## src/hw/rtl/ups2x_pkg.sv

```systemverilog
package ups2x_pkg;

    // Field and counter widths
    localparam int PIX_W    = 32;
    localparam int CFG_W    = 10;
    localparam int COL_W    = 11;
    localparam int QDEPTH   = 4;
    localparam int QPTR_W   = $clog2(QDEPTH);
    localparam int QLVL_W   = $clog2(QDEPTH + 1);
    localparam int OUT_W    = 152;

    // Channel masks per pixel format
    localparam logic [PIX_W-1:0] MASK_15 = 32'h0000_3DEF;
    localparam logic [PIX_W-1:0] MASK_16 = 32'h0000_7BEF;
    localparam logic [PIX_W-1:0] MASK_32 = 32'h007F_7F7F;

    // Pixel format codes (any other code runs as 32-bit)
    localparam logic [1:0] FMT_15 = 2'd0;
    localparam logic [1:0] FMT_16 = 2'd1;

    typedef enum logic [1:0] {
        REG_FORMAT  = 2'd0,
        REG_WIDTH   = 2'd1,
        REG_PADDING = 2'd2,
        REG_HEIGHT  = 2'd3
    } reg_index_t;

    typedef struct packed {
        logic [1:0]  fmt;
        logic [9:0]  width;
        logic [7:0]  padding;
        logic [9:0]  height;
    } cfg_t;

    // One source cell: its four neighbors and its place in the frame
    typedef struct packed {
        logic [PIX_W-1:0] c;
        logic [PIX_W-1:0] r;
        logic [PIX_W-1:0] d;
        logic [PIX_W-1:0] dr;
        logic [9:0]       col;
        logic [9:0]       row;
        logic             last;
    } block_t;

    typedef struct packed {
        logic [QLVL_W-1:0] level;
        logic              not_empty;
    } q_stat_t;

    function automatic logic is_narrow(input logic [1:0] fmt);
        return (fmt == FMT_15) || (fmt == FMT_16);
    endfunction

    function automatic logic [PIX_W-1:0] fmt_mask(input logic [1:0] fmt);
        logic [PIX_W-1:0] m;
        if (fmt == FMT_15)
        begin
            m = MASK_15;
        end
        else if (fmt == FMT_16)
        begin
            m = MASK_16;
        end
        else
        begin
            m = MASK_32;
        end
        return m;
    endfunction

    function automatic logic [PIX_W-1:0] half(input logic [PIX_W-1:0] p,
                                               input logic [PIX_W-1:0] mask);
        return (p >> 1) & mask;
    endfunction

endpackage

```

## src/hw/rtl/ups2x_queue.sv

```systemverilog
module ups2x_queue (
    input  logic                    clk,
    input  logic                    rst_n,
    input  logic                    push_valid,
    input  ups2x_pkg::block_t       push_blk,
    input  logic                    pop,
    output ups2x_pkg::block_t       head_blk,
    output ups2x_pkg::q_stat_t      q_stat
);
    import ups2x_pkg::*;

    block_t             entries_reg [QDEPTH];
    logic [QPTR_W-1:0]  wr_ptr_reg, wr_ptr_next;
    logic [QPTR_W-1:0]  rd_ptr_reg, rd_ptr_next;
    logic [QLVL_W-1:0]  level_reg, level_next;

    // Move pointers and fill level
    always_comb
    begin
        wr_ptr_next = push_valid ? wr_ptr_reg + 1'b1 : wr_ptr_reg;
        rd_ptr_next = pop ? rd_ptr_reg + 1'b1 : rd_ptr_reg;
        level_next  = level_reg + QLVL_W'(push_valid) - QLVL_W'(pop);
    end

    always_ff @(posedge clk or negedge rst_n)
    begin
        if (!rst_n)
        begin
            wr_ptr_reg <= '0;
            rd_ptr_reg <= '0;
            level_reg  <= '0;
        end
        else
        begin
            wr_ptr_reg <= wr_ptr_next;
            rd_ptr_reg <= rd_ptr_next;
            level_reg  <= level_next;
        end
    end

    always_ff @(posedge clk)
    begin
        if (push_valid)
        begin
            entries_reg[wr_ptr_reg] <= push_blk;
        end
    end

    assign head_blk         = entries_reg[rd_ptr_reg];
    assign q_stat.level     = level_reg;
    assign q_stat.not_empty = level_reg != '0;

endmodule

```

## config.mk

```make
export PLATFORM = sky130hd
export DESIGN_NAME = ups2x_queue
export DESIGN_NICKNAME = d
export VERILOG_FILES = /design/src/hw/rtl/ups2x_pkg.sv /design/src/hw/rtl/ups2x_queue.sv
export SDC_FILE = /design/constraint.sdc
export NUM_CORES = 1
export LEC_CHECK = 0
export BUFFER_PORTS_ARGS = -buffer_cell sky130_fd_sc_hd__buf_2
export CORE_MARGIN = 4
export CORE_UTILIZATION = 45
export DETAILED_ROUTE_END_ITERATION = 8
export PLACE_DENSITY = 0.72
export SLEW_MARGIN = 40
export SYNTH_ARGS = -nofsm -noshare
export SYNTH_HDL_FRONTEND = slang
export SYNTH_SLANG_ARGS = --single-unit
```

## constraint.sdc

```tcl
create_clock -name clk -period 4.4 [get_ports clk]
set_input_delay 0.88 -clock clk [delete_from_list [all_inputs] [get_ports clk]]
set_output_delay 0.88 -clock clk [all_outputs]
set_load 0.1 [all_outputs]
```

* Word-level counts from Yosys, hierarchy flattened
Memory sizes are Yosys's and may differ from the RTL's.
Index checks and enable logic that the tools add are counted.
** Storage, ports and cells
- Memory bits (writable) :: 596
- Input bits :: 153
- Bits in registers :: 7
- Output and inout port bits :: 153
- Memories :: 1
** Operators by class
- $add $sub $neg :: 4
- Reduce and logical (&&, ||, !) cells :: 1
- Multiplexer cells :: 2
** Memories
- entries_reg :: depth 4, width 149, read ports 1, clocked after memory_dff 0, wr ports 1, line ups2x_queue.sv:12 : block_t entries_reg [QDEPTH];
** Operators with widths (number)
- $add A2 B1 Y2 const B :: 2
- $add A3 B1 Y3 :: 1
- $reduce_bool A3 Y1 :: 1
- $sub A3 B1 Y3 :: 1
- $mux W1 :: 2

* Logic depth before layout (Yosys ltp)
- Depth after elaboration :: 2
- Depth in mapped cells :: 7
- Depth with buffers taken out :: 7

* Least setup slack after synthesis
No wires, ideal clock.
- Path type :: input port to flip-flop
- Start point :: input port push_valid
- End point :: memory entries_reg[0][0] (netlist name) (enable)
- Stages on the path :: 1
- Required time :: 3.874 ns
- Setup slack :: -0.407 ns
- Data arrival time :: 4.281 ns
- Cells stage by stage :: and2_1
** Between the ends
- Word-level cells in the longest chain between the ends :: 2
** Ends and longest elaborated chain
- from (decl) :: line ups2x_queue.sv:4 : input logic push_valid,
- $mux W1 :: line ups2x_queue.sv:43 : if (push_valid)
- $mux W1 (not written as such) :: line ups2x_queue.sv:45 : entries_reg[wr_ptr_reg] <= push_blk;
- to (decl) :: line ups2x_queue.sv:12
Every way passes these cells.

==> flow_summary.yaml <==
global_route:
  grt_pass1_vias: 10440
  antenna_found_initial: 7
  grt_pass1_wl_um: 65240
  track_usage_pct: 16.42
  grt_overflow: 0
  grt_max_degree: 71
floorplanning:
  fp.dieW_um: 228.4
  ios: 306
  initial_core_util_pct: 45.71
  die_y_um: 228.4
  row_count: 80
  dieArea_mm2: 0.05219
  core_mm2: 0.04785
setup_path:
  reg2reg_from: "wr_ptr_reg[0]"
  r2r_cells: 4
  r2r_end: "entries_reg[2][129]"
  cp.depth: 3
  crit_arrival_ns: 2.76
  critPathTopFamily: "flip-flops"
  r2r_slack_ns: 2.28
  required_ns: 3.52
  endpoint_kind: "primary output"
  crit_slowest_cell: "dfrtp_4"
  worstSetupPathType: "reg -> out"
  startpoint_type: "flip-flop"
  cp_max_fo: 32
  critPathBufInv: 2
  slowest_delay_ns: 0.89
  startpoint: "rd_ptr_reg[0]"
  setup.worst_path.end: "head_blk[131]"
  crit_chain: "buf_4, mux4_2, buf_2"
synthesis:
  synthTopCellsByCount: "596 x edfxtp_1, 149 x mux4_2, 17 x buf_2"
  synthArstFlopShare_pct: 1.161
  synth_simple_gate_area_share_pct: 0.1774
  synth-compound-area-share_pct: 0.02289
  netlist_area_mm2: 0.02187
  synth_edf_count: 596
  synth_mux_area_share_pct: 15.35
  synth_top_area_share_pct: 81.84
  synth_fa_ha_area_share_pct: 0.4348
  ys_types: 16
  synth_xor_xnor_area_share_pct: 0.2003
  ys_warn_count: 0
  synthFlopType: "edfxtp_1"
  yosysSeqAreaShare_pct: 82.64
  synth.most_common_cell: "edfxtp_1"
  syn-num-nets: 972
  synth_seq_cells: 603
  synth.avg_cell_area_um2: 26.93
  synth_top_family_by_area: "multiplexers"
  synth_area_leaders: "edfxtp_1 82%, mux4_2 15%, dfrtp_1 0.80%"
  syn_inst: 812
  synth_top_cell_by_area: "edfxtp_1"
clock_network:
  clkSinkCount: 603
  path_clk_slew_ns: 0.06
  clk_latency_ns: 0.59
  cts_max_level: 2
  post_cts_buffers: 0
  post_cts_resize_count: 0
  cts-root-buf: "clkbuf_16"
  numCtsBuffers: 57
  cts_tree: "done"
  clock_path_buffers: 3
  hold_buffers: 0
placement:
  gp_congestion: 0.7211
  io_buffers: 305
  dp_hpwl_um: 26790
timing:
  skew_ns: 0.01415
  rsz0062_at_grt: "false"
  fin_crit_sh_pct: 82.80
  drv_slew: 0
  fin_tns_setup_ns: 0
  setup_violations: 0
  fin_crit_ns: 3.643
  fmax_mhz: 274.5
  tightest_slew_ns: 0.7793
  slew_headroom_pct: 48.05
  holdWs_ns: 0.1075
  finalHoldViolations: 0
route:
  firstDrtPassIters: 5
  route.final.wire_length_um: 42780
  drc: 0
  ant_nets: 0
  wl_per_cell_um: 23.33
  via_per_inst: 5.374
  dr.first_iter.drc_count: 645
  via_count: 9856
run_status:
  outcome: "finished clean"
layout:
  nNetsFinal: 1337
  largest_reg_flops: 596
  fin_util_pct: 54.67
  area_delta_synth_final_pct: 19.61
  drive_above_1_share_pct: 47.25
hold_path:
  hold_path_class: "in -> async"
run:
  drv_cap: 0
layout by cell type, fill, tap and decap left out, types with 2 or more instances in the layout:
cell / count
edfxtp_1: 596
buf_2: 305
mux4_2: 149
clkbuf_16: 59
buf_4: 19
buf_12: 16
clkinv_2: 13
clkbuf_1: 10
clkinv_1: 9
inv_1: 6
ha_1: 6
dfrtp_1: 5
and2_4: 4
xor2_1: 3
bufinv_16: 3
clkinvlp_4: 3
diode_2: 2
xnor2_1: 2
nand2_1: 2
dfrtp_4: 2
worst min path at each step:
stage | to | from | cells past startpoint | slack (ns)
2_1_floorplan | wr_ptr_reg[0] | wr_ptr_reg[0] | 1 | 0.49
3_3_place_gp | wr_ptr_reg[0] | wr_ptr_reg[0] | 1 | 0.52
3_5_place_dp | level_reg[2] | level_reg[2] | 1 | 0.53
4_1_cts | level_reg[0] | rst_n | 1 | 0.06
5_1_grt | wr_ptr_reg[0] | rst_n | 1 | 0.08
6_report | rd_ptr_reg[0] | rst_n | 1 | 0.11
worst reg2reg max path, stage by stage, from the launching register on:
cell	delay, ns
dfrtp_1	0.42
inv_1	0.10
ha_1	0.15
and2_4	0.65
buf_12	0.41
routing by layer:
| metal | vias up | track usage (%) | part of all wire, % |
|---|---|---|---|
| met3 | 74 | 4.487 | 6.8 |
| met4 | 10 | 4.879 | 2.1 |
| met2 | 312 | 26.58 | 50 |
| li1 | 4252 | - | - |
| met5 | - | 0 | 0.19 |
| met1 | 5208 | 22.16 | 40 |
metrics by stage:
step	area, um^2	worst slack, ns	instances
3_5_place_dp	24410	1.288	1733
4_1_cts	26150	0.6157	1832
2_1_floorplan	21870	1.232	812
5_1_grt	26160	0.5521	1833
3_3_place_gp	24370	1.300	1731
6_report	26160	0.7569	1834
cells by family (layout without fill, tap and decap cells):
group / Yosys count / after routing
XOR/XNOR: 5 / 5
AND/OR/NAND/NOR: 7 / 7
flip-flops: 603 / 603
adder cells (fa/ha/maj): 7 / 7
AO/OA/AOI/OAI: 1 / 1
buffers and inverters: 40 / 445
multiplexers: 149 / 149
other: 0 / 2
layout make-up:
class	instances	area [um^2]
diodes	2	5.005
clock buffers	69	1514
clock inverters	30	229.0
fillers	3567	21690
inverters	6	22.52
multi-input cells	169	3548
flip-flops and latches	603	18080
well taps	615	769.5
repair buffers	340	1989
Power is left out: the tool's default activity adds up to more than one toggle a clock period on the data nets, which glitch-free logic cannot reach.
