--- config.mk ---
export PLATFORM = sky130hd
export DESIGN_NAME = ups2x_back
export DESIGN_NICKNAME = d
export VERILOG_FILES = /design/src/hw/rtl/ups2x_pkg.sv /design/src/hw/rtl/ups2x_back.sv
export SDC_FILE = /design/constraint.sdc
export NUM_CORES = 1
export LEC_CHECK = 0
export BUFFER_PORTS_ARGS = -buffer_cell sky130_fd_sc_hd__clkbuf_2
export CORE_AREA = 2 2 131 133
export DETAILED_ROUTE_END_ITERATION = 10
export DIE_AREA = 0 0 133 135
export PLACE_DENSITY_LB_ADDON = 0.25
export REMOVE_ABC_BUFFERS = 1
export SYNTH_ARGS = -nofsm -noshare
export SYNTH_HDL_FRONTEND = slang
export SYNTH_SLANG_ARGS = --single-unit
--- constraint.sdc ---
create_clock -name clk -period 4.74 [get_ports clk]
set_input_delay 0.474 -clock clk [delete_from_list [all_inputs] [get_ports clk]]
set_output_delay 0.474 -clock clk [all_outputs]
set_load 0.05 [all_outputs]
--- src/hw/rtl/ups2x_pkg.sv ---
package ups2x_pkg;

    // Field and counter widths
    localparam int PIX_W    = 32;
    localparam int CFG_W    = 10;
    localparam int COL_W    = 11;
    localparam int QDEPTH   = 4;
    localparam int QPTR_W   = $clog2(QDEPTH);
    localparam int QLVL_W   = $clog2(QDEPTH + 1);
    localparam int OUT_W    = 152;

    // Channel masks per pixel format
    localparam logic [PIX_W-1:0] MASK_15 = 32'h0000_3DEF;
    localparam logic [PIX_W-1:0] MASK_16 = 32'h0000_7BEF;
    localparam logic [PIX_W-1:0] MASK_32 = 32'h007F_7F7F;

    // Pixel format codes (any other code runs as 32-bit)
    localparam logic [1:0] FMT_15 = 2'd0;
    localparam logic [1:0] FMT_16 = 2'd1;

    typedef enum logic [1:0] {
        REG_FORMAT  = 2'd0,
        REG_WIDTH   = 2'd1,
        REG_PADDING = 2'd2,
        REG_HEIGHT  = 2'd3
    } reg_index_t;

    typedef struct packed {
        logic [1:0]  fmt;
        logic [9:0]  width;
        logic [7:0]  padding;
        logic [9:0]  height;
    } cfg_t;

    // One source cell: its four neighbors and its place in the frame
    typedef struct packed {
        logic [PIX_W-1:0] c;
        logic [PIX_W-1:0] r;
        logic [PIX_W-1:0] d;
        logic [PIX_W-1:0] dr;
        logic [9:0]       col;
        logic [9:0]       row;
        logic             last;
    } block_t;

    typedef struct packed {
        logic [QLVL_W-1:0] level;
        logic              not_empty;
    } q_stat_t;

    function automatic logic is_narrow(input logic [1:0] fmt);
        return (fmt == FMT_15) || (fmt == FMT_16);
    endfunction

    function automatic logic [PIX_W-1:0] fmt_mask(input logic [1:0] fmt);
        logic [PIX_W-1:0] m;
        if (fmt == FMT_15)
        begin
            m = MASK_15;
        end
        else if (fmt == FMT_16)
        begin
            m = MASK_16;
        end
        else
        begin
            m = MASK_32;
        end
        return m;
    endfunction

    function automatic logic [PIX_W-1:0] half(input logic [PIX_W-1:0] p,
                                               input logic [PIX_W-1:0] mask);
        return (p >> 1) & mask;
    endfunction

endpackage

--- src/hw/rtl/ups2x_back.sv ---
module ups2x_back (
    input  logic                    clk,
    input  logic                    rst_n,
    input  logic [1:0]              fmt,
    input  ups2x_pkg::q_stat_t      q_stat,
    input  ups2x_pkg::block_t       head_blk,
    output logic                    pop,
    output logic                    m_tvalid,
    input  logic                    m_tready,
    output logic [151:0]            m_tdata,
    output logic                    m_tlast
);
    import ups2x_pkg::*;

    logic [PIX_W-1:0] mask;
    logic [PIX_W-1:0] wmask;
    logic [PIX_W-1:0] tr;
    logic [PIX_W-1:0] bl;
    logic [PIX_W-1:0] lower;
    logic [PIX_W-1:0] br;

    logic             out_valid_reg, out_valid_next;
    logic [PIX_W-1:0] tl_reg;
    logic [PIX_W-1:0] tr_reg;
    logic [PIX_W-1:0] bl_reg;
    logic [PIX_W-1:0] br_reg;
    logic [9:0]       col_reg;
    logic [9:0]       row_reg;
    logic             last_reg;

    // Take the head when the output register is free or being drained
    assign pop = q_stat.not_empty && (!out_valid_reg || m_tready);

    // Average the cell neighbors
    always_comb
    begin
        mask  = fmt_mask(fmt);
        wmask = is_narrow(fmt) ? 32'h0000_FFFF : 32'hFFFF_FFFF;
        tr    = half(head_blk.c, mask) + half(head_blk.r, mask);
        bl    = half(head_blk.c, mask) + half(head_blk.d, mask);
        lower = half(head_blk.d, mask) + half(head_blk.dr, mask);
        br    = half(tr, mask) + half(lower, mask);
    end

    always_comb
    begin
        if (pop)
        begin
            out_valid_next = 1'b1;
        end
        else if (m_tready)
        begin
            out_valid_next = 1'b0;
        end
        else
        begin
            out_valid_next = out_valid_reg;
        end
    end

    always_ff @(posedge clk or negedge rst_n)
    begin
        if (!rst_n)
        begin
            out_valid_reg <= 1'b0;
        end
        else
        begin
            out_valid_reg <= out_valid_next;
        end
    end

    // Load the output block
    always_ff @(posedge clk)
    begin
        if (pop)
        begin
            tl_reg   <= head_blk.c & wmask;
            tr_reg   <= tr & wmask;
            bl_reg   <= bl & wmask;
            br_reg   <= br & wmask;
            col_reg  <= head_blk.col;
            row_reg  <= head_blk.row;
            last_reg <= head_blk.last;
        end
    end

    assign m_tvalid = out_valid_reg;
    assign m_tdata  = {4'b0000, row_reg, col_reg, br_reg, bl_reg, tr_reg, tl_reg};
    assign m_tlast  = last_reg;

endmodule

* Yosys cells after proc, flatten, opt, wreduce, memory -nomap -nowiden
Index checks and enable logic that the tools add are counted.
** Word-level totals
- Logic and storage cells :: 34
- Register bits after elaboration :: 150
** Cells by class
- $add $sub $neg :: 4
- Bitwise logic cells :: 10
- Reduce and logical (&&, ||, !) cells :: 6
- Eq/ne operators :: 1
- Muxes and demuxes :: 5
** Operator list (count)
- 31-bit by 32-bit bitwise AND with 32-bit output :: 6
- 32-bit adder :: 4
- 32-bit bitwise AND :: 4
- 32-bit two-way mux :: 2
- 23-bit two-way mux :: 1
- 2-bit by 1-bit equality test with 1-bit output, second input constant :: 1
- 2-bit logical NOT :: 1
- 1-bit logical OR :: 2
- 1-bit two-way mux :: 2
- 2-bit nonzero test :: 1
- 1-bit logical AND :: 1
- 1-bit logical NOT :: 1

* Logic depth before layout (Yosys ltp)
Gate-level depths: netlist (run 1).
- Depth in word-level cells :: 8
- Gate-level depth with buffers :: 19
- Depth with buffers taken out :: 18

* Least setup slack after synthesis (run 1)
OpenSTA, ideal clock, no wires.
- Kind :: register to register
- Start point :: register out_valid_reg, in the netlist m_tvalid
- End point :: register bl_reg[0] (enable)
- Arrival time :: 3.935 ns
- Slack :: 0.289 ns
- Cell stages (with the launch flop) :: 3
- Clock period less this slack :: 4.451 ns
- Setup time :: 0.516 ns
- Path through :: dfrtp_1 -> nand2b_1 -> and2_1
** On the way
- Cells in the longest elaborated chain, start to end :: 3
** Ends and longest elaborated chain
- from (decl) :: RTL line ups2x_back.sv:22 : logic out_valid_reg, out_valid_next;
- from (signal assigned) :: RTL line ups2x_back.sv:69 : out_valid_reg <= out_valid_next;
- 1-bit logical NOT :: RTL line ups2x_back.sv:32 : assign pop = q_stat.not_empty && (!out_valid_reg || m_tready);
- 1-bit logical OR :: RTL line ups2x_back.sv:32
- 1-bit logical AND :: RTL line ups2x_back.sv:32
- net pop :: RTL line ups2x_back.sv:7 : output logic pop,
- to (signal assigned) :: RTL line ups2x_back.sv:80 : bl_reg <= bl & wmask;
- to (decl) :: RTL line ups2x_back.sv:25 : logic [PIX_W-1:0] bl_reg;
The timed path passes the listed nets, and every way through them passes these cells.
A chain may end at the register's enable or synchronous reset.

* Worst setup path in the final report (run 1)
- Start point :: input port head_blk[118] (netlist bit)
- End point :: register br_reg[14], data pin
** On the way
- Cells in the longest elaborated chain, start to end :: 5
** Ends and longest elaborated chain
- from (decl) :: RTL line ups2x_back.sv:6 : input ups2x_pkg::block_t head_blk,
- 31-bit by 32-bit bitwise AND with 32-bit output :: RTL line ups2x_pkg.sv:74 : return (p >> 1) & mask;
- 32-bit adder :: RTL line ups2x_back.sv:39 : tr = half(head_blk.c, mask) + half(head_blk.r, mask);
- net tr[8] :: RTL line ups2x_back.sv:17 : logic [PIX_W-1:0] tr;
- 31-bit by 32-bit bitwise AND with 32-bit output :: RTL line ups2x_pkg.sv:74
- 32-bit adder :: RTL line ups2x_back.sv:42 : br = half(tr, mask) + half(lower, mask);
- net br[14] :: RTL line ups2x_back.sv:20 : logic [PIX_W-1:0] br;
- 32-bit bitwise AND :: RTL line ups2x_back.sv:81 : br_reg <= br & wmask;
- to (signal assigned) :: RTL line ups2x_back.sv:81
- to (decl) :: RTL line ups2x_back.sv:26 : logic [PIX_W-1:0] br_reg;
The timed path passes the listed nets, and every way through them passes these cells.

==> metrics.cfg, run 1 <==
[run_status]
status = complete, no violations

[critical_path]
critPathLaunchType = input pin
crit_type = input pin to register
cp-end-kind = register
worst-path-max-fanout = 4
crit_arrival_ns = 3.96
critPathRequiredTime_ns = 4.91

[global_route]
antenna_found_initial = 0
grt_overflow = 0
grt_max_degree = 63
grt_pass1_vias = 6191
grt_pass1_wl_um = 30600
grtUsageTotal_pct = 21.8

[worst_hold_path]
hold_class = input pin to register

[timing]
fin_setup_tns_ns = 0
rsz0062_at_grt = no
max_freq_ghz = 0.264
timing.final.setup_violations = 0
period_needed_ns = 3.79
relSlewSlack_pct = 42.3
drv_slew = 0
hold_violations = 0
fin_skew_ns = 0.00737
tightest_slew_ns = 0.866
min_period_over_period_pct = 79.9

[detailed_routing]
wirelength_um = 19100
drt_iter0_drc = 362
postRouteAntennaNets = 0
drc = 0
first_pass_iters = 5
vias = 6293
post_drt_wl_per_cell_um = 15.5
via_per_inst = 5.11

[finish]
drive_above_1_share_pct = 30.2
nNetsFinal = 1249
fillers = 1392
fin_cells = 1231
area_growth_pct = 24.9
antenna-diode-count = 0
largest_reg_flops = 32
multi_input_area_um2 = 4140
seq_area_um2 = 3780

[floorplanning]
die_y_um = 135
start_util_pct = 49.8
die_area_um2 = 18000
rows = 47
io_pins = 313
core_area_um2 = 16400
dieWidth_um = 133

[pwr]
leakage_nw = 4.75
max-vdd-ir-drop_v = 0.000244
p_per_area_nw_per_um2 = 400

[placement]
place_inst = 1198
place_hpwl_um = 14900
gp_congestion = 0.900
io_buffer_count = 251

[clock_network]
ctsHtreeMaxLevel = 4
postCtsResizedCells = 0
cts_buffer_depth = 2
postCtsSetupBuffers = 0
numCtsBuffers = 17
clk_latency_ns = 0.42
path_clk_slew_ns = 0.07
cts.sinks = 126
cts_tree = built
root_buffer = clkbuf_16

[synth]
yosysWarnings = 0
ys.flop_type = edfxtp_1
syn_area_um2 = 8170
yosysSeqAreaShare_pct = 46.3
synth_edf_count = 125
synthArstFlopShare_pct = 0.794
synth.distinct_cells = 60
synthCells = 733
avgSynthCellArea_um2 = 11.1
ys_seq_elements = 126

[job]
max_cap_violations = 0

Yosys cell counts (2+ instances only):
cell | count | area [um2]
edfxtp_1 | 125 | 3750
ha_1 | 85 | 1060
a21oi_1 | 54 | 270
and2_1 | 53 | 332
nor2_1 | 51 | 191
nand2_1 | 35 | 131
xnor2_1 | 32 | 280
nor2b_1 | 29 | 181
o21ai_0 | 29 | 145
buf_4 | 28 | 210
a21o_1 | 27 | 203
inv_1 | 25 | 93.8
xor2_1 | 23 | 201
nor3_1 | 18 | 90.1
clkbuf_1 | 12 | 45.0
nand2b_1 | 11 | 68.8
o21a_1 | 9 | 67.6
fa_1 | 8 | 160
a211oi_1 | 6 | 45.0
nand4_1 | 6 | 37.5
nor3b_1 | 6 | 45.0
o21bai_1 | 6 | 45.0
and3_1 | 5 | 31.3
nand3_1 | 4 | 20.0
a31oi_1 | 3 | 18.8
or3_1 | 3 | 18.8
a2111oi_0 | 2 | 17.5
a221oi_1 | 2 | 17.5
a311oi_1 | 2 | 17.5
a41oi_1 | 2 | 17.5
o31ai_1 | 2 | 15.0
xnor2_2 | 2 | 32.5
logic make-up after synthesis:
kind of cell    after synthesis  synth area share [%]
compound gates              162                  13.2
xor+xnor                     57                  6.30
fa+ha+maj                    93                  15.0
buf+inv                      66                  4.32
flops                       126                  46.3
mux                           2                 0.260
other cells                   1                0.0459
simple gates                226                  14.6
repair_timing:
action | in CTS | in global routing
hold endpoints to repair | 1 | 0
endpoints found under the setup margin | 0 | 0
hold buffers | 1 | 0
power by group:
group          switching (mW)  internal, mW
logic                   0.927         0.430
clock network           0.553         0.747
registers              0.0273          1.39
total                    1.51          2.57
final timing paths:
kind	from	end	slack, ns	cells after the start
min in group asynchronous	rst_n	m_tvalid$_DFFE_PN0P_	0.36	2
max	head_blk[118]	br_reg[14]$_DFFE_PP_	0.95	17
max in group asynchronous	rst_n	m_tvalid$_DFFE_PN0P_	4.30	2
min reg2reg	m_tvalid$_DFFE_PN0P_	m_tvalid$_DFFE_PN0P_	0.56	2
min	head_blk[12]	col_reg[1]$_DFFE_PP_	0.23	1
max reg2reg	m_tvalid$_DFFE_PN0P_	bl_reg[4]$_DFFE_PP_	2.60	3
cells in the final DEF (no fill, tap or decap), types with 2 or more instances in the layout:
cell	count
fa_1	8
o31ai_1	2
inv_1	25
xor2_1	23
a31oi_1	3
nor2b_1	29
a221oi_1	2
buf_4	7
clkbuf_2	251
clkinvlp_4	3
ha_1	85
and2_1	52
nand2b_1	11
o21bai_1	6
conb_1	28
a21o_1	27
edfxtp_1	125
nor3b_1	6
nand3_1	4
o21a_1	9
a21oi_1	54
o21ai_0	29
a2111oi_0	2
inv_8	3
nor3_1	18
nand4_1	6
a211oi_1	6
and3_1	5
nand2_1	35
nor2_1	51
clkbuf_16	17
inv_6	7
xnor2_1	32
or3_1	3
a41oi_1	2
xnor2_2	2
a311oi_1	2
routing by layer:
layer | global-route usage [%] | routed length [um] | vias to the layer above
met5 | 0 | 0 | -
met4 | 8.42 | 436 | 0
met3 | 6.34 | 1510 | 30
met2 | 35.5 | 8740 | 249
met1 | 27.6 | 8440 | 2862
li1 | - | - | 3152
layout make-up:
class                      count  share of cell area, %
clock inverter                15                   1.61
tap                          220                   2.70
clock buffer                  17                   4.17
timing repair buffer         259                   12.9
sequential                   126                   37.1
inverter                      26                  0.957
multi-input combinational    568                   40.6
through the flow:
step / cell area (um2) / setup WS, ns / hold slack (ns) / total power, mW / util [%]
after detailed placement: 9600 / 0.632 / 0.254 / 2.79 / 58.5
after global placement: 9600 / 0.651 / 0.251 / 2.78 / 58.5
after floorplan: 8010 / 0.289 / 0.178 / 2.49 / -
final: 10200 / 0.951 / 0.227 / 4.07 / 62.2
after CTS: 10200 / 1.02 / 0.210 / 4.11 / 62.2
after global routing: 10200 / 0.651 / 0.207 / 4.28 / 62.2
worst max-delay path: stages:
cell       delay (ns)
clkbuf_2         0.12
ha_1             0.19
inv_1            0.07
fa_1             0.41
nand2b_1         0.23
a2111oi_4        0.33
o21ba_2          0.22
a21oi_1          0.08
xnor2_1          0.15
and2_1           0.19
ha_1             0.35
nand2_1          0.08
nor2_1           0.16
nand2_1          0.07
o21ai_0          0.48
a221oi_1         0.18
xnor2_1          0.17
Note: power is estimated with default switching activity, not from simulation.
==> run 2, diff against run 1 <==
ABC_AREA = 1   (was unset)
CORE_AREA = 2 2 134 136   (was 2 2 131 133)
DIE_AREA = 0 0 136 138   (was 0 0 133 135)
clock period = 3.6 ns   (was 4.74 ns; I/O delays follow)
==> run 2 against run 1 <==
Net effect:
- setup slack got worse by 0.51 ns
- highest routed layer unchanged
- sequential power is 31% higher
- critical endpoint is now br_reg[11]$_DFFE_PP_
- die area rose by 4.5%
- largest power group unchanged
- core utilization decreased by 0.80 points
- cell count grew 23%
- largest cell class unchanged
- sequential share of layout area decreased by 1.9 points
- critical path depth is 2 higher
- routed wire length up 15%
==> metrics.cfg, run 2 <==
[finish]
nNetsFinal = 1528  ; +22%
area_growth_pct = 24.0
drive_above_1_share_pct = 24.4  ; -5.7 points
fillers = 1594  ; +15%
final_cell_mix = clkbuf_2 (251), nand2_1 (223), inv_1 (141), edfxtp_1 (125), a21oi_1 (95)
fin_area_um2 = 10800  ; +5.5%
seq_area_um2 = 3780  ; unchanged
antenna-diode-count = 0  ; unchanged
largest_reg_flops = 32  ; unchanged
multi_input_area_um2 = 4200  ; +1.5%
final_common_cell = clkbuf_2

[detailed_routing]
post_drt_wl_per_cell_um = 14.4  ; -7.1%
postRouteAntennaNets = 0  ; unchanged
via_per_inst = 4.95  ; -3.2%
first_pass_iters = 7  ; +2
drt_iter0_drc = 467  ; +29%
vias = 7513  ; +19%
wirelength_um = 21900  ; +15%
drc = 0  ; unchanged

[critical_path]
cp-end-kind = register
r2r-start = m_tvalid$_DFFE_PN0P_
crit_top_cell = nand2_1
critPathLaunchType = input pin
rr_worst_depth = 2  ; -1
crit_arrival_ns = 3.33  ; -0.63 ns
critPathRequiredTime_ns = 3.77  ; -1.14 ns
startpoint = fmt[1]
reg2reg_to = tl_reg[5]$_DFFE_PP_
crit_slowest_cell = ha_1
crit_chain = clkbuf_2 -> inv_1 -> nand2_1 -> inv_1 -> nor2_1 -> ha_1 -> a21oi_1 -> o21ai_0 -> a21oi_1 -> nand2_1 -> nand2_1 -> nand2_1 -> nor2_1 -> ha_1 -> inv_1 -> o21bai_1 -> a31oi_1 -> nand3_1 -> xor2_1
worst-path-max-fanout = 6  ; +2
crit_path_end = br_reg[11]$_DFFE_PP_
r2r_slack_ns = 1.79  ; -0.81 ns
crit_type = input pin to register
cp_slowest_stage_delay_ns = 0.35  ; -0.13 ns

[floorplanning]
io_pins = 313  ; unchanged
dieWidth_um = 136  ; +2.3%
die_area_um2 = 18800  ; +4.5%
core_area_um2 = 17500  ; +6.9%
start_util_pct = 49.5  ; -0.30 points
die_y_um = 138  ; +2.2%
rows = 49  ; +4.3%

[global_route]
grt_overflow = 0  ; unchanged
grt_pass1_wl_um = 34800  ; +14%
grt_max_degree = 71  ; +13%
grtUsageTotal_pct = 23.8  ; +1.9 points
grt_pass1_vias = 7218  ; +17%
antenna_found_initial = 0  ; unchanged

[synth]
avgSynthCellArea_um2 = 8.63  ; -23%
ys.flop_type = edfxtp_1
syn_area_um2 = 8670  ; +6.2%
yosysWarnings = 0  ; unchanged
synth_commonest_cells = nand2_1 (223), inv_1 (141), edfxtp_1 (125), a21oi_1 (96), nor2_1 (87)
synth_top_area_share_pct = 43.3  ; -2.7 points
synth.most_common_cell = nand2_1
synthCells = 1005  ; +37%
synth.distinct_cells = 32  ; -47%
synthArstFlopShare_pct = 0.794  ; unchanged
ys_seq_elements = 126  ; unchanged
synth_edf_count = 125  ; unchanged
yosys.area_share.simple_pct = 19.8  ; +5.2 points
yosysSeqAreaShare_pct = 43.6  ; -2.7 points
synth.largest_area_cell = edfxtp_1
synth_area_leaders = edfxtp_1 (43%), ha_1 (12%), nand2_1 (9.6%)
synth_top_family_by_area = simple AND/OR/NAND/NOR gates
synth_xor_area_share_pct = 3.72  ; -2.6 points
synth-adder-area-share_pct = 14.1  ; -0.88 points
synth_compound_area_share_pct = 9.48  ; -3.7 points
synth.area.mux_share_pct = 0  ; -0.26 points

[timing]
max_freq_ghz = 0.317
timing.final.setup_violations = 0  ; unchanged
rsz0062_at_grt = no
drv_slew = 0  ; unchanged
setup_ws_ns = 0.443  ; -0.508 ns
relSlewSlack_pct = 39.8  ; -2.5 points
tightest_slew_ns = 0.903  ; +0.0373 ns
fin_setup_tns_ns = 0  ; unchanged
fin_skew_ns = 0.0108  ; +0.00339 ns
min_period_over_period_pct = 87.7
period_needed_ns = 3.16
hold_violations = 0  ; unchanged

[clock_network]
ctsHtreeMaxLevel = 4  ; unchanged
numCtsBuffers = 17  ; unchanged
postCtsSetupBuffers = 0  ; unchanged
root_buffer = clkbuf_16
cts_buffer_depth = 2  ; unchanged
cts.sinks = 126  ; unchanged
clk_latency_ns = 0.43  ; about the same
path_clk_slew_ns = 0.07  ; about the same
cts_tree = built

[placement]
post_dp_cell_area_um2 = 10200  ; +5.8%
place_hpwl_um = 17500  ; +18%
gp_congestion = 0.921  ; +2.4%
pre_cts_slack_ns = 0.0635  ; -0.569 ns
io_buffer_count = 251  ; unchanged

[worst_hold_path]
hold_class = input pin to register

[run_status]
status = complete, no violations

[pwr]
p_per_area_nw_per_um2 = 509  ; +27%
leakage_nw = 5.72  ; +20%
max-vdd-ir-drop_v = 0.000338  ; +39%

[job]
max_cap_violations = 0  ; unchanged

run 2: cells by family after synthesis:
kind of cell             Yosys count
AO/OA/AOI/OAI                    155
buffers and inverters            181
adder cells (fa/ha/maj)           93
XOR/XNOR                          36
other                              1
AND/OR/NAND/NOR                  413
flip-flops                       126
run 2: routing by layer:
metal,vias up,wire length (um),track usage (%)
met3,28,1540,5.57
met2,245,10200,39.1
met1,3369,9860,31.3
li1,3871,-,-
met4,0,344,6.63
met5,-,0,0
run 2: what timing repair did:
| action | 4_1_cts | 5_1_grt |
|---|---|---|
| resized for setup | 0 | 0 |
| hold buffers | 1 | 0 |
| hold endpoints to repair | 1 | 0 |
| setup endpoints to repair | 0 | 0 |
run 2: area by class of cell:
cell class,count,share of cell area [%]
sequential,126,35.1
multi-input combinational,725,39.1
timing repair buffer,265,12.7
clock buffer,17,3.95
inverter,142,4.95
clock inverter,15,1.58
tap,229,2.66
run 2: critical path, delay by kind of cell:
family / cells / cell delay, ns
and+or+nand+nor: 7 / 0.82
AOI/OAI and AO/OA: 5 / 0.75
adders and majority gates: 2 / 0.67
buffers and inverters: 4 / 0.54
xor gates and xnor gates: 1 / 0.18
run 2: worst min-delay path by stage:
stage | startpoint | end | slack, ns | depth (start not counted)
floorplan | rst_n | m_tvalid$_DFFE_PN0P_ | 0.06 | 0
global placement | rst_n | m_tvalid$_DFFE_PN0P_ | 0.14 | 1
detailed placement | rst_n | m_tvalid$_DFFE_PN0P_ | 0.14 | 1
CTS | head_blk[17] | col_reg[6]$_DFFE_PP_ | 0.09 | 1
global route | head_blk[3] | row_reg[2]$_DFFE_PP_ | 0.09 | 1
finish | head_blk[17] | col_reg[6]$_DFFE_PP_ | 0.10 | 1
run 2: through the flow:
stage | power, mW | util [%] | cells | hold slack (ns)
4_1_cts | 5.51 | 61.4 | 1519 | 0.0926
5_1_grt | 5.76 | 61.4 | 1519 | 0.0894
2_1_floorplan | 3.30 | - | 993 | 0.0644
3_5_place_dp | 3.74 | 57.9 | 1486 | 0.137
3_3_place_gp | 3.72 | 57.9 | 1486 | 0.136
6_report | 5.47 | 61.4 | 1519 | 0.103
run 2: where the power goes:
part	internal (mW)	leakage, nW	switching, mW	total (mW)
Clock	0.991	0.288	0.765	1.76
Sequential	1.83	1.22	0.0368	1.86
Combinational	0.518	4.21	1.34	1.85
Total	3.34	5.72	2.14	5.47
